### src/lbps_pkg.sv
// lbps_pkg: shared types, command codes and blink pattern tables for the
// LED blink pattern sequencer. No dependencies.

package lbps_pkg;

  typedef enum logic [1:0] {
    CMD_TICK        = 2'd0,
    CMD_SET_PATTERN = 2'd1,
    CMD_SET_ENABLE  = 2'd2,
    CMD_SET_LOOP    = 2'd3
  } cmd_e;

  localparam int unsigned TableRows  = 16;
  localparam int unsigned TableSteps = 8;
  localparam int unsigned MsWidth    = 12;

  // Per-LED control, broadcast from the top level to every LED unit.
  typedef struct packed {
    logic       apply;       // item moves to the result register this cycle
    cmd_e       cmd;
    logic       sel;         // this LED is addressed (index valid)
    logic [3:0] pattern;
    logic       pattern_ok;  // pattern number in range
    logic       flag;
  } led_ctrl_t;

  // Per-LED status as it stands once the current item has taken effect.
  typedef struct packed {
    logic       level;
    logic       enabled;
    logic [3:0] running;
    logic [2:0] step;
  } led_stat_t;

  // Step durations in ms; a zero duration ends the pattern.
  localparam logic [MsWidth-1:0] StepMs [TableRows][TableSteps] = '{
    '{12'd100,  12'd0,   12'd0,   12'd0,   12'd0,   12'd0,   12'd0,   12'd0},
    '{12'd100,  12'd0,   12'd0,   12'd0,   12'd0,   12'd0,   12'd0,   12'd0},
    '{12'd900,  12'd100, 12'd0,   12'd0,   12'd0,   12'd0,   12'd0,   12'd0},
    '{12'd700,  12'd110, 12'd80,  12'd110, 12'd0,   12'd0,   12'd0,   12'd0},
    '{12'd300,  12'd100, 12'd0,   12'd0,   12'd0,   12'd0,   12'd0,   12'd0},
    '{12'd25,   12'd25,  12'd0,   12'd0,   12'd0,   12'd0,   12'd0,   12'd0},
    '{12'd2000, 12'd500, 12'd100, 12'd3000, 12'd0,  12'd0,   12'd0,   12'd0},
    '{12'd2000, 12'd500, 12'd100, 12'd500, 12'd100, 12'd3000, 12'd0,  12'd0},
    '{12'd2000, 12'd500, 12'd100, 12'd500, 12'd100, 12'd500, 12'd100, 12'd3000},
    '{12'd2000, 12'd3000, 12'd0,  12'd0,   12'd0,   12'd0,   12'd0,   12'd0},
    '{default: 12'd0},
    '{default: 12'd0},
    '{default: 12'd0},
    '{default: 12'd0},
    '{default: 12'd0},
    '{default: 12'd0}
  };

  // Step levels, bit s is the LED level during step s.
  localparam logic [TableSteps-1:0] StepLevel [TableRows] = '{
    8'b0000_0000,
    8'b0000_0001,
    8'b0000_0010,
    8'b0000_1010,
    8'b0000_0010,
    8'b0000_0001,
    8'b0000_0101,
    8'b0001_0101,
    8'b0101_0101,
    8'b0000_0001,
    8'b0000_0000,
    8'b0000_0000,
    8'b0000_0000,
    8'b0000_0000,
    8'b0000_0000,
    8'b0000_0000
  };

endpackage

### src/lbps_if.sv
// lbps_in_if / lbps_out_if: valid/ready channels of the LED blink pattern
// sequencer. Depends on nothing.

interface lbps_in_if;
  logic       valid;
  logic       ready;
  logic [1:0] cmd;
  logic [1:0] led_index;
  logic [3:0] pattern;
  logic       flag;

  modport source (output valid, cmd, led_index, pattern, flag, input ready);
  modport sink   (input valid, cmd, led_index, pattern, flag, output ready);
endinterface

interface lbps_out_if;
  logic       valid;
  logic       ready;
  logic [1:0] led_levels;
  logic [1:0] enabled_mask;
  logic [3:0] current_pattern;
  logic [2:0] current_step;
  logic       ok;

  modport source (output valid, led_levels, enabled_mask, current_pattern,
                  current_step, ok, input ready);
  modport sink   (input valid, led_levels, enabled_mask, current_pattern,
                  current_step, ok, output ready);
endinterface

### src/lbps_led_unit.sv
// lbps_led_unit: state and per-beat update of one LED's blink sequencer.
// Depends on lbps_pkg.

module lbps_led_unit #(
  parameter int unsigned MAX_STEPS = 8
) (
  input  logic                  clk_i,
  input  logic                  rst_ni,
  input  lbps_pkg::led_ctrl_t   ctrl_i,
  output lbps_pkg::led_stat_t   stat_o
);

  localparam logic [3:0] MaxSteps = 4'(MAX_STEPS);

  logic [3:0]                     pending_q, pending_d;
  logic [3:0]                     running_q, running_d;
  logic [2:0]                     step_q, step_d;
  logic [lbps_pkg::MsWidth-1:0]   rem_q, rem_d;
  logic                           en_q, en_d;
  logic                           loop_q, loop_d;
  logic                           level_q, level_d;

  // tick datapath
  logic                           restart;
  logic [2:0]                     step_a;
  logic [lbps_pkg::MsWidth-1:0]   rem_a, rem_b;
  logic                           level_a;
  logic [3:0]                     nxt;
  logic                           nxt_ok;
  logic [2:0]                     step_c;
  logic                           en_c;

  always_comb begin
    restart = (pending_q != running_q);
    step_a  = restart ? 3'd0 : step_q;
    rem_a   = restart ? lbps_pkg::StepMs[pending_q][0] : rem_q;
    level_a = restart ? lbps_pkg::StepLevel[pending_q][0] : level_q;
    rem_b   = (rem_a != '0) ? rem_a - 1'b1 : rem_a;

    nxt    = {1'b0, step_a} + 4'd1;
    nxt_ok = (nxt < MaxSteps) && (lbps_pkg::StepMs[pending_q][nxt[2:0]] != '0);
    if (nxt_ok) begin
      step_c = nxt[2:0];
      en_c   = 1'b1;
    end else if (loop_q) begin
      step_c = 3'd0;
      en_c   = 1'b1;
    end else begin
      step_c = step_a;
      en_c   = 1'b0;
    end
  end

  always_comb begin
    pending_d = pending_q;
    running_d = running_q;
    step_d    = step_q;
    rem_d     = rem_q;
    en_d      = en_q;
    loop_d    = loop_q;
    level_d   = level_q;
    if (ctrl_i.apply) begin
      case (ctrl_i.cmd)
        lbps_pkg::CMD_TICK: begin
          if (en_q) begin
            running_d = pending_q;
            if (rem_b == '0) begin
              step_d  = step_c;
              en_d    = en_c;
              rem_d   = lbps_pkg::StepMs[pending_q][step_c];
              level_d = lbps_pkg::StepLevel[pending_q][step_c];
            end else begin
              step_d  = step_a;
              rem_d   = rem_b;
              level_d = level_a;
            end
          end
        end
        lbps_pkg::CMD_SET_PATTERN: begin
          if (ctrl_i.sel && ctrl_i.pattern_ok) pending_d = ctrl_i.pattern;
        end
        lbps_pkg::CMD_SET_ENABLE: begin
          if (ctrl_i.sel) en_d = ctrl_i.flag;
        end
        lbps_pkg::CMD_SET_LOOP: begin
          if (ctrl_i.sel) loop_d = ctrl_i.flag;
        end
        default: ;
      endcase
    end
  end

  always_ff @(posedge clk_i or negedge rst_ni) begin
    if (!rst_ni) begin
      pending_q <= '0;
      running_q <= '0;
      step_q    <= '0;
      rem_q     <= '0;
      en_q      <= 1'b0;
      loop_q    <= 1'b0;
      level_q   <= 1'b0;
    end else begin
      pending_q <= pending_d;
      running_q <= running_d;
      step_q    <= step_d;
      rem_q     <= rem_d;
      en_q      <= en_d;
      loop_q    <= loop_d;
      level_q   <= level_d;
    end
  end

  // status after this beat takes effect
  assign stat_o.level   = level_d;
  assign stat_o.enabled = en_d;
  assign stat_o.running = running_d;
  assign stat_o.step    = step_d;

endmodule

### src/led_blink_pattern_sequencer_core.sv
// led_blink_pattern_sequencer_core: top level of the LED blink pattern
// sequencer. Depends on lbps_pkg, lbps_if.sv and lbps_led_unit.
//
// Usage:
//   in_i  (sink) carries one command per beat: cmd selects a 1 ms tick, set
//         pattern, set enable or set loop; led_index, pattern and flag are
//         the operands. Ticks advance every enabled LED at once.
//   out_o (source) returns exactly one result beat per command: the level
//         and enable bits of LEDs 0 and 1, the running pattern and step of
//         the addressed LED, and ok (index and, for set pattern, pattern in
//         range). All fields show the state after the command took effect.
//   Path: each command passes the input register, then the result register,
//         where its result beat is held until out_o takes it.
//   Throughput: one beat per cycle while out_o is not held; every LED unit
//         updates in parallel between the two registers.
//   Stall: while out_o is held, one more command waits in the input
//         register, then in_i.ready drops; nothing is lost or repeated.
//   Reset: all LEDs go to pattern 0, step 0, disabled, loop off, level off;
//         both registers empty. No warm-up time after reset.

module led_blink_pattern_sequencer_core #(
  parameter int unsigned NUM_LEDS     = 2,
  parameter int unsigned MAX_STEPS    = 8,
  parameter int unsigned NUM_PATTERNS = 10
) (
  input  logic          clk_i,
  input  logic          rst_ni,
  lbps_in_if.sink       in_i,
  lbps_out_if.source    out_o
);

  localparam int unsigned VisLeds     = (NUM_LEDS < 2) ? NUM_LEDS : 2;
  localparam logic [2:0]  NumLeds     = 3'(NUM_LEDS);
  localparam logic [4:0]  NumPatterns = 5'(NUM_PATTERNS);

  // ---- input register ----
  logic             in_vld_q;
  lbps_pkg::cmd_e   cmd_q;
  logic [1:0]       idx_q;
  logic [3:0]       pat_q;
  logic             flag_q;

  // ---- result register ----
  logic             out_vld_q, out_vld_d;
  logic [1:0]       levels_q, levels_d;
  logic [1:0]       enables_q, enables_d;
  logic [3:0]       cur_pat_q, cur_pat_d;
  logic [2:0]       cur_step_q, cur_step_d;
  logic             ok_q, ok_d;

  logic             out_free;   // result register can take a beat
  logic             move;       // held command is applied this cycle
  logic             led_ok;
  logic             pat_ok;

  lbps_pkg::led_ctrl_t  ctrl [NUM_LEDS];
  lbps_pkg::led_stat_t  stat [NUM_LEDS];

  assign out_free   = !out_vld_q || out_o.ready;
  assign move       = in_vld_q && out_free;
  assign in_i.ready = !in_vld_q || out_free;

  always_ff @(posedge clk_i or negedge rst_ni) begin
    if (!rst_ni) begin
      in_vld_q <= 1'b0;
    end else if (in_i.ready) begin
      in_vld_q <= in_i.valid;
    end
  end

  // payload only, no reset needed
  always_ff @(posedge clk_i) begin
    if (in_i.valid && in_i.ready) begin
      cmd_q  <= lbps_pkg::cmd_e'(in_i.cmd);
      idx_q  <= in_i.led_index;
      pat_q  <= in_i.pattern;
      flag_q <= in_i.flag;
    end
  end

  assign led_ok = ({1'b0, idx_q} < NumLeds);
  assign pat_ok = ({1'b0, pat_q} < NumPatterns);

  // ---- LED units, one per LED, all updating in the same cycle ----
  for (genvar g = 0; g < NUM_LEDS; g++) begin : g_led
    assign ctrl[g].apply      = move;
    assign ctrl[g].cmd        = cmd_q;
    assign ctrl[g].sel        = (idx_q == 2'(g));
    assign ctrl[g].pattern    = pat_q;
    assign ctrl[g].pattern_ok = pat_ok;
    assign ctrl[g].flag       = flag_q;

    lbps_led_unit #(
      .MAX_STEPS (MAX_STEPS)
    ) u_led (
      .clk_i  (clk_i),
      .rst_ni (rst_ni),
      .ctrl_i (ctrl[g]),
      .stat_o (stat[g])
    );
  end

  // ---- result assembly ----
  always_comb begin
    levels_d   = '0;
    enables_d  = '0;
    cur_pat_d  = '0;
    cur_step_d = '0;
    // only LEDs 0 and 1 fit the masks
    for (int i = 0; i < VisLeds; i++) begin
      levels_d[i]  = stat[i].level;
      enables_d[i] = stat[i].enabled;
    end
    // addressed LED; an out-of-range index matches no unit and reads zero
    for (int i = 0; i < NUM_LEDS; i++) begin
      if (idx_q == 2'(i)) begin
        cur_pat_d  = stat[i].running;
        cur_step_d = stat[i].step;
      end
    end
    ok_d = led_ok;
    if (cmd_q == lbps_pkg::CMD_SET_PATTERN) ok_d = led_ok && pat_ok;
  end

  always_comb begin
    out_vld_d = out_vld_q;
    if (move) out_vld_d = 1'b1;
    else if (out_o.ready) out_vld_d = 1'b0;
  end

  always_ff @(posedge clk_i or negedge rst_ni) begin
    if (!rst_ni) begin
      out_vld_q <= 1'b0;
    end else begin
      out_vld_q <= out_vld_d;
    end
  end

  always_ff @(posedge clk_i) begin
    if (move) begin
      levels_q   <= levels_d;
      enables_q  <= enables_d;
      cur_pat_q  <= cur_pat_d;
      cur_step_q <= cur_step_d;
      ok_q       <= ok_d;
    end
  end

  assign out_o.valid           = out_vld_q;
  assign out_o.led_levels      = levels_q;
  assign out_o.enabled_mask    = enables_q;
  assign out_o.current_pattern = cur_pat_q;
  assign out_o.current_step    = cur_step_q;
  assign out_o.ok              = ok_q;

endmodule

### src/flat_wrapper.sv
// flat-port wrapper written by rule: the top's interface ports become plain ports
module led_blink_pattern_sequencer_core_flat 
#(
  parameter int unsigned NUM_LEDS     = 2,
  parameter int unsigned MAX_STEPS    = 8,
  parameter int unsigned NUM_PATTERNS = 10
)
  (clk_i, rst_ni, in_i_valid, in_i_cmd, in_i_led_index, in_i_pattern, in_i_flag, in_i_ready, out_o_valid, out_o_led_levels, out_o_enabled_mask, out_o_current_pattern, out_o_current_step, out_o_ok, out_o_ready);
  lbps_in_if in_i_i ();
  lbps_out_if out_o_i ();
  input  logic clk_i;
  input  logic rst_ni;
  input wire logic [$bits(in_i_i.valid)-1:0] in_i_valid;
  input wire logic [$bits(in_i_i.cmd)-1:0] in_i_cmd;
  input wire logic [$bits(in_i_i.led_index)-1:0] in_i_led_index;
  input wire logic [$bits(in_i_i.pattern)-1:0] in_i_pattern;
  input wire logic [$bits(in_i_i.flag)-1:0] in_i_flag;
  output wire logic [$bits(in_i_i.ready)-1:0] in_i_ready;
  output wire logic [$bits(out_o_i.valid)-1:0] out_o_valid;
  output wire logic [$bits(out_o_i.led_levels)-1:0] out_o_led_levels;
  output wire logic [$bits(out_o_i.enabled_mask)-1:0] out_o_enabled_mask;
  output wire logic [$bits(out_o_i.current_pattern)-1:0] out_o_current_pattern;
  output wire logic [$bits(out_o_i.current_step)-1:0] out_o_current_step;
  output wire logic [$bits(out_o_i.ok)-1:0] out_o_ok;
  input wire logic [$bits(out_o_i.ready)-1:0] out_o_ready;
  assign in_i_i.valid = in_i_valid;
  assign in_i_i.cmd = in_i_cmd;
  assign in_i_i.led_index = in_i_led_index;
  assign in_i_i.pattern = in_i_pattern;
  assign in_i_i.flag = in_i_flag;
  assign in_i_ready = in_i_i.ready;
  assign out_o_valid = out_o_i.valid;
  assign out_o_led_levels = out_o_i.led_levels;
  assign out_o_enabled_mask = out_o_i.enabled_mask;
  assign out_o_current_pattern = out_o_i.current_pattern;
  assign out_o_current_step = out_o_i.current_step;
  assign out_o_ok = out_o_i.ok;
  assign out_o_i.ready = out_o_ready;
  led_blink_pattern_sequencer_core #(.NUM_LEDS(NUM_LEDS), .MAX_STEPS(MAX_STEPS), .NUM_PATTERNS(NUM_PATTERNS)) u_core (.clk_i(clk_i), .rst_ni(rst_ni), .in_i(in_i_i), .out_o(out_o_i));
endmodule
### config.mk
export PLATFORM = sky130hd
export DESIGN_NAME = led_blink_pattern_sequencer_core_flat
export DESIGN_NICKNAME = d
export VERILOG_FILES = /design/src/lbps_pkg.sv /design/src/lbps_if.sv /design/src/lbps_led_unit.sv /design/src/led_blink_pattern_sequencer_core.sv /design/src/flat_wrapper.sv
export SDC_FILE = /design/constraint.sdc
export NUM_CORES = 1
export LEC_CHECK = 0
export ABC_AREA = 1
export BUFFER_PORTS_ARGS = -buffer_cell sky130_fd_sc_hd__buf_2
export CAP_MARGIN = 40
export CORE_MARGIN = 4
export CORE_UTILIZATION = 65
export CTS_CLUSTER_SIZE = 30
export DETAILED_ROUTE_END_ITERATION = 16
export PLACE_DENSITY = 0.84
export SLEW_MARGIN = 40
export SYNTH_ARGS = -nofsm -noshare
export SYNTH_HDL_FRONTEND = slang
export SYNTH_SLANG_ARGS = --single-unit
### constraint.sdc
create_clock -name clk_i -period 7.6 [get_ports clk_i]
set_input_delay 0.76 -clock clk_i [delete_from_list [all_inputs] [get_ports clk_i]]
set_output_delay 0.76 -clock clk_i [all_outputs]
set_load 0.02 [all_outputs]
==> impl_metrics.env <==
export IMPL_grt_pass1_wl_um=30700
export IMPL_final_common_cell="nand2_1"
export IMPL_synth_seq_area_share_pct=29.30
export IMPL_vias=7085
export IMPL_gr_usage_met1_pct=47.10
export IMPL_n_antenna_cell=0
export IMPL_critPathRequiredTime_ns=7.74
export IMPL_cts_sinks=75
export IMPL_finalSetupViolCount=0
export IMPL_async_flop_share_pct=72.00
export IMPL_slew_limit_headroom_pct=45.86
export IMPL_cp_start_kind="flip-flop"
export IMPL_synth_flop_cell="dfrtp_1"
export IMPL_hold_buffers=0
export IMPL_ir_drop_uv=304.8
export IMPL_mostFrequentLayoutCells="423 x nand2_1, 128 x nand3_1, 114 x inv_1"
export IMPL_hold_viol=0
export IMPL_path_clk_slew_ns=0.09
export IMPL_std_cell_rows=36
export IMPL_clock_path_buffers=2
export IMPL_setup_tns_ns=0
export IMPL_timing_rr_start="u_core.g_led[1].u_led.pending_q[1]$_DFFE_PN0P_"
export IMPL_ys_seq_elements=75
export IMPL_io_buffer_count=26
export IMPL_status="completed"
export IMPL_drt_total_wl_um=18750
export IMPL_cp_arrival_ns=3.95
export IMPL_grt_max_degree=55
export IMPL_cts_tree="yes"
export IMPL_coreArea_sq_um=9955
export IMPL_rsz0062_at_grt="false"
export IMPL_cap_violations=0
export IMPL_initial_utilization_pct=67.95
export IMPL_clk_latency_ns=0.38
export IMPL_numCtsBuffers=9
export IMPL_post_drt_wl_per_cell_um=15.12
export IMPL_dp_cells=1224
export IMPL_max_freq_ghz=0.2621
export IMPL_synth_top_area_cell="nand2_1"
export IMPL_grtUsageMet3_pct=6.581
export IMPL_synth_area_per_cell_sq_um=6.177
export IMPL_slowest_delay_ns=0.53
export IMPL_syn_instance_count=1095
export IMPL_ys_types=41
export IMPL_nNetsFinal=1121
export IMPL_path_cells="inv_2 -> nand2_1 -> nand2_2 -> nor2_4 -> nand2_4 -> nand2_1 -> nand2_2 -> inv_2 -> ha_1 -> inv_1 -> nor2_2 -> nand3_2 -> nand3_1 -> nand2_1 -> nor2_2 -> nand3_2 -> nand3_1 -> nand2_1 -> nand2_1 -> nand2_1"
export IMPL_min_path_type="primary input to async pin"
export IMPL_netlist_area_sq_um=6764
export IMPL_p_leak_nw=3.787
export IMPL_drive_above_1_share_pct=12.10
export IMPL_cts_htree_levels=3
export IMPL_cts_root_buf="clkbuf_8"
export IMPL_synth_edff_count=21
export IMPL_syn_nets=1114
export IMPL_synthTopCellsByArea="nand2_1 24%, dfrtp_1 20%, nand3_1 9.5%, edfxtp_1 9.3%, inv_1 6.3%"
export IMPL_min_period_over_period_pct=50.21
export IMPL_place_ws_ns=3.843
export IMPL_ios=27
export IMPL_path_common_cell="nand2_1"
export IMPL_fin_crit_ns=3.816
export IMPL_vias_per_cell=5.714
export IMPL_ant_nets=0
export IMPL_first_pass_iters=6
export IMPL_drc_errors=0
export IMPL_maxSlewViolCount=0
export IMPL_fin_cells=1240
export IMPL_fin_ws_ns=3.784
export IMPL_nFillCells=914
export IMPL_grt_total_usage_pct=32.76
export IMPL_use_met2_pct=49.83
export IMPL_tightest_slew_ns=0.8059
export IMPL_first_iter_violations=727
export IMPL_die_y_um=110.0
export IMPL_slowest_stage="dfrtp_1"
export IMPL_critPathKind="flip-flop to flip-flop"
export IMPL_grt_pass1_vias=6239
export IMPL_grt_ovfl_total=0
export IMPL_skew_ns=0.01452
export IMPL_critPathCaptureType="flip-flop"
export IMPL_reg2regPathDepth=20
export IMPL_dp_hpwl_um=14560
export IMPL_r2r_slack_ns=3.78
export IMPL_gr_max_usage_layer="met2"
export IMPL_crit_fanout=19
export IMPL_antenna_found_initial=0
export IMPL_crit_path_start="u_core.g_led[1].u_led.pending_q[1]$_DFFE_PN0P_"
export IMPL_gp_congestion=1.005
export IMPL_ys_warnings_count=0
export IMPL_post_cts_resized=0
export IMPL_p_per_area_nw_per_um2=486.5
export IMPL_rr_endpoint="u_core.out_o.current_step[2]$_DFFE_PP_"
export IMPL_fp_dieArea_sq_um=12100
export IMPL_area_growth_pct=3.940
export IMPL_cts_setup_buffers=0
export IMPL_synth_top_cell_area_share_pct=23.53
export IMPL_dieWidth_um=110.0
[cell families after synthesis]
| family | synth area share, % |
|---|---|
| flip-flops | 29.30 |
| XOR/XNOR | 0.7769 |
| adder cells (fa/ha/maj) | 1.110 |
| buffers and inverters | 11.08 |
| AO/OA/AOI/OAI | 9.305 |
| AND/OR/NAND/NOR | 48.43 |
[worst max path at each step]
stage	endpoint	slack, ns
global placement	u_core.out_o.enabled_mask[1]$_DFFE_PP_	3.92
global route	u_core.out_o.current_step[2]$_DFFE_PP_	3.36
detailed placement	u_core.out_o.enabled_mask[1]$_DFFE_PP_	3.84
finish	u_core.out_o.current_step[2]$_DFFE_PP_	3.78
CTS	u_core.out_o.current_step[2]$_DFFE_PP_	3.83
floorplan	u_core.out_o.led_levels[1]$_DFFE_PP_	4.62
[area by class of cell]
type	count	area, sq um	share of cell area (%)
tap	133	166.4	2.367
clock inverter	6	71.32	1.014
inverter	134	510.5	7.261
clock buffer	10	127.6	1.815
sequential	75	1982	28.19
timing repair buffer	27	137.6	1.958
multi-input combinational	855	4035	57.39
[layer usage]
metal	share of wire [%]	routed length, um	vias to the layer above
li1	-	-	3493
met1	45	8421	3205
met3	9.0	1684	36
met4	2.1	391	0
met5	0	0	-
met2	44	8252	351
[registers in the layout, summed over array words and instances (netlist names), 3 cells and up]
register / cells
u_core.out_o.current_step: 3
u_core.g_led.u_led.rem_q: 24
u_core.pat_q: 4
u_core.g_led.u_led.pending_q: 8
u_core.g_led.u_led.running_q: 8
u_core.out_o.current_pattern: 4
u_core.g_led.u_led.step_q: 6
[critical path: cells and delay by family, from the launching register on]
family | cells | cell delay (ns)
AND/OR/NAND/NOR | 16 | 2.48
buffers and inverters | 3 | 0.32
adder cells (fa/ha/maj) | 1 | 0.22
flip-flops | 1 | 0.53
[synthesized netlist by cell type, types with 9 or more instances]
cell type,instances
nand2_1,424
nand3_1,128
inv_1,114
nor2_1,93
dfrtp_1,54
o21ai_0,39
a21oi_1,32
nand2_2,22
edfxtp_1,21
nor2_2,18
inv_2,15
buf_6,12
nand4_1,11
o21ai_1,10
clkbuf_1,9
nand3_2,9
[stage by stage]
step | power, mW | instance area (sq um) | util [%] | hold slack, ns
floorplan | 2.623 | 6764 | - | 0.4401
global placement | 3.019 | 6829 | 68.60 | 0.4758
detailed placement | 3.033 | 6829 | 68.60 | 0.4752
CTS | 3.367 | 7028 | 70.60 | 0.4980
global route | 3.755 | 7030 | 70.63 | 0.5355
finish | 3.420 | 7030 | 70.63 | 0.4976
[power by group]
| group | internal [mW] | total, mW | switching, mW |
|---|---|---|---|
| logic | 0.698 | 2.42 | 1.73 |
| clock network | 0.155 | 0.324 | 0.169 |
| registers | 0.550 | 0.674 | 0.123 |
| total | 1.40 | 3.42 | 2.02 |
Power figures use the tool's default switching activity.
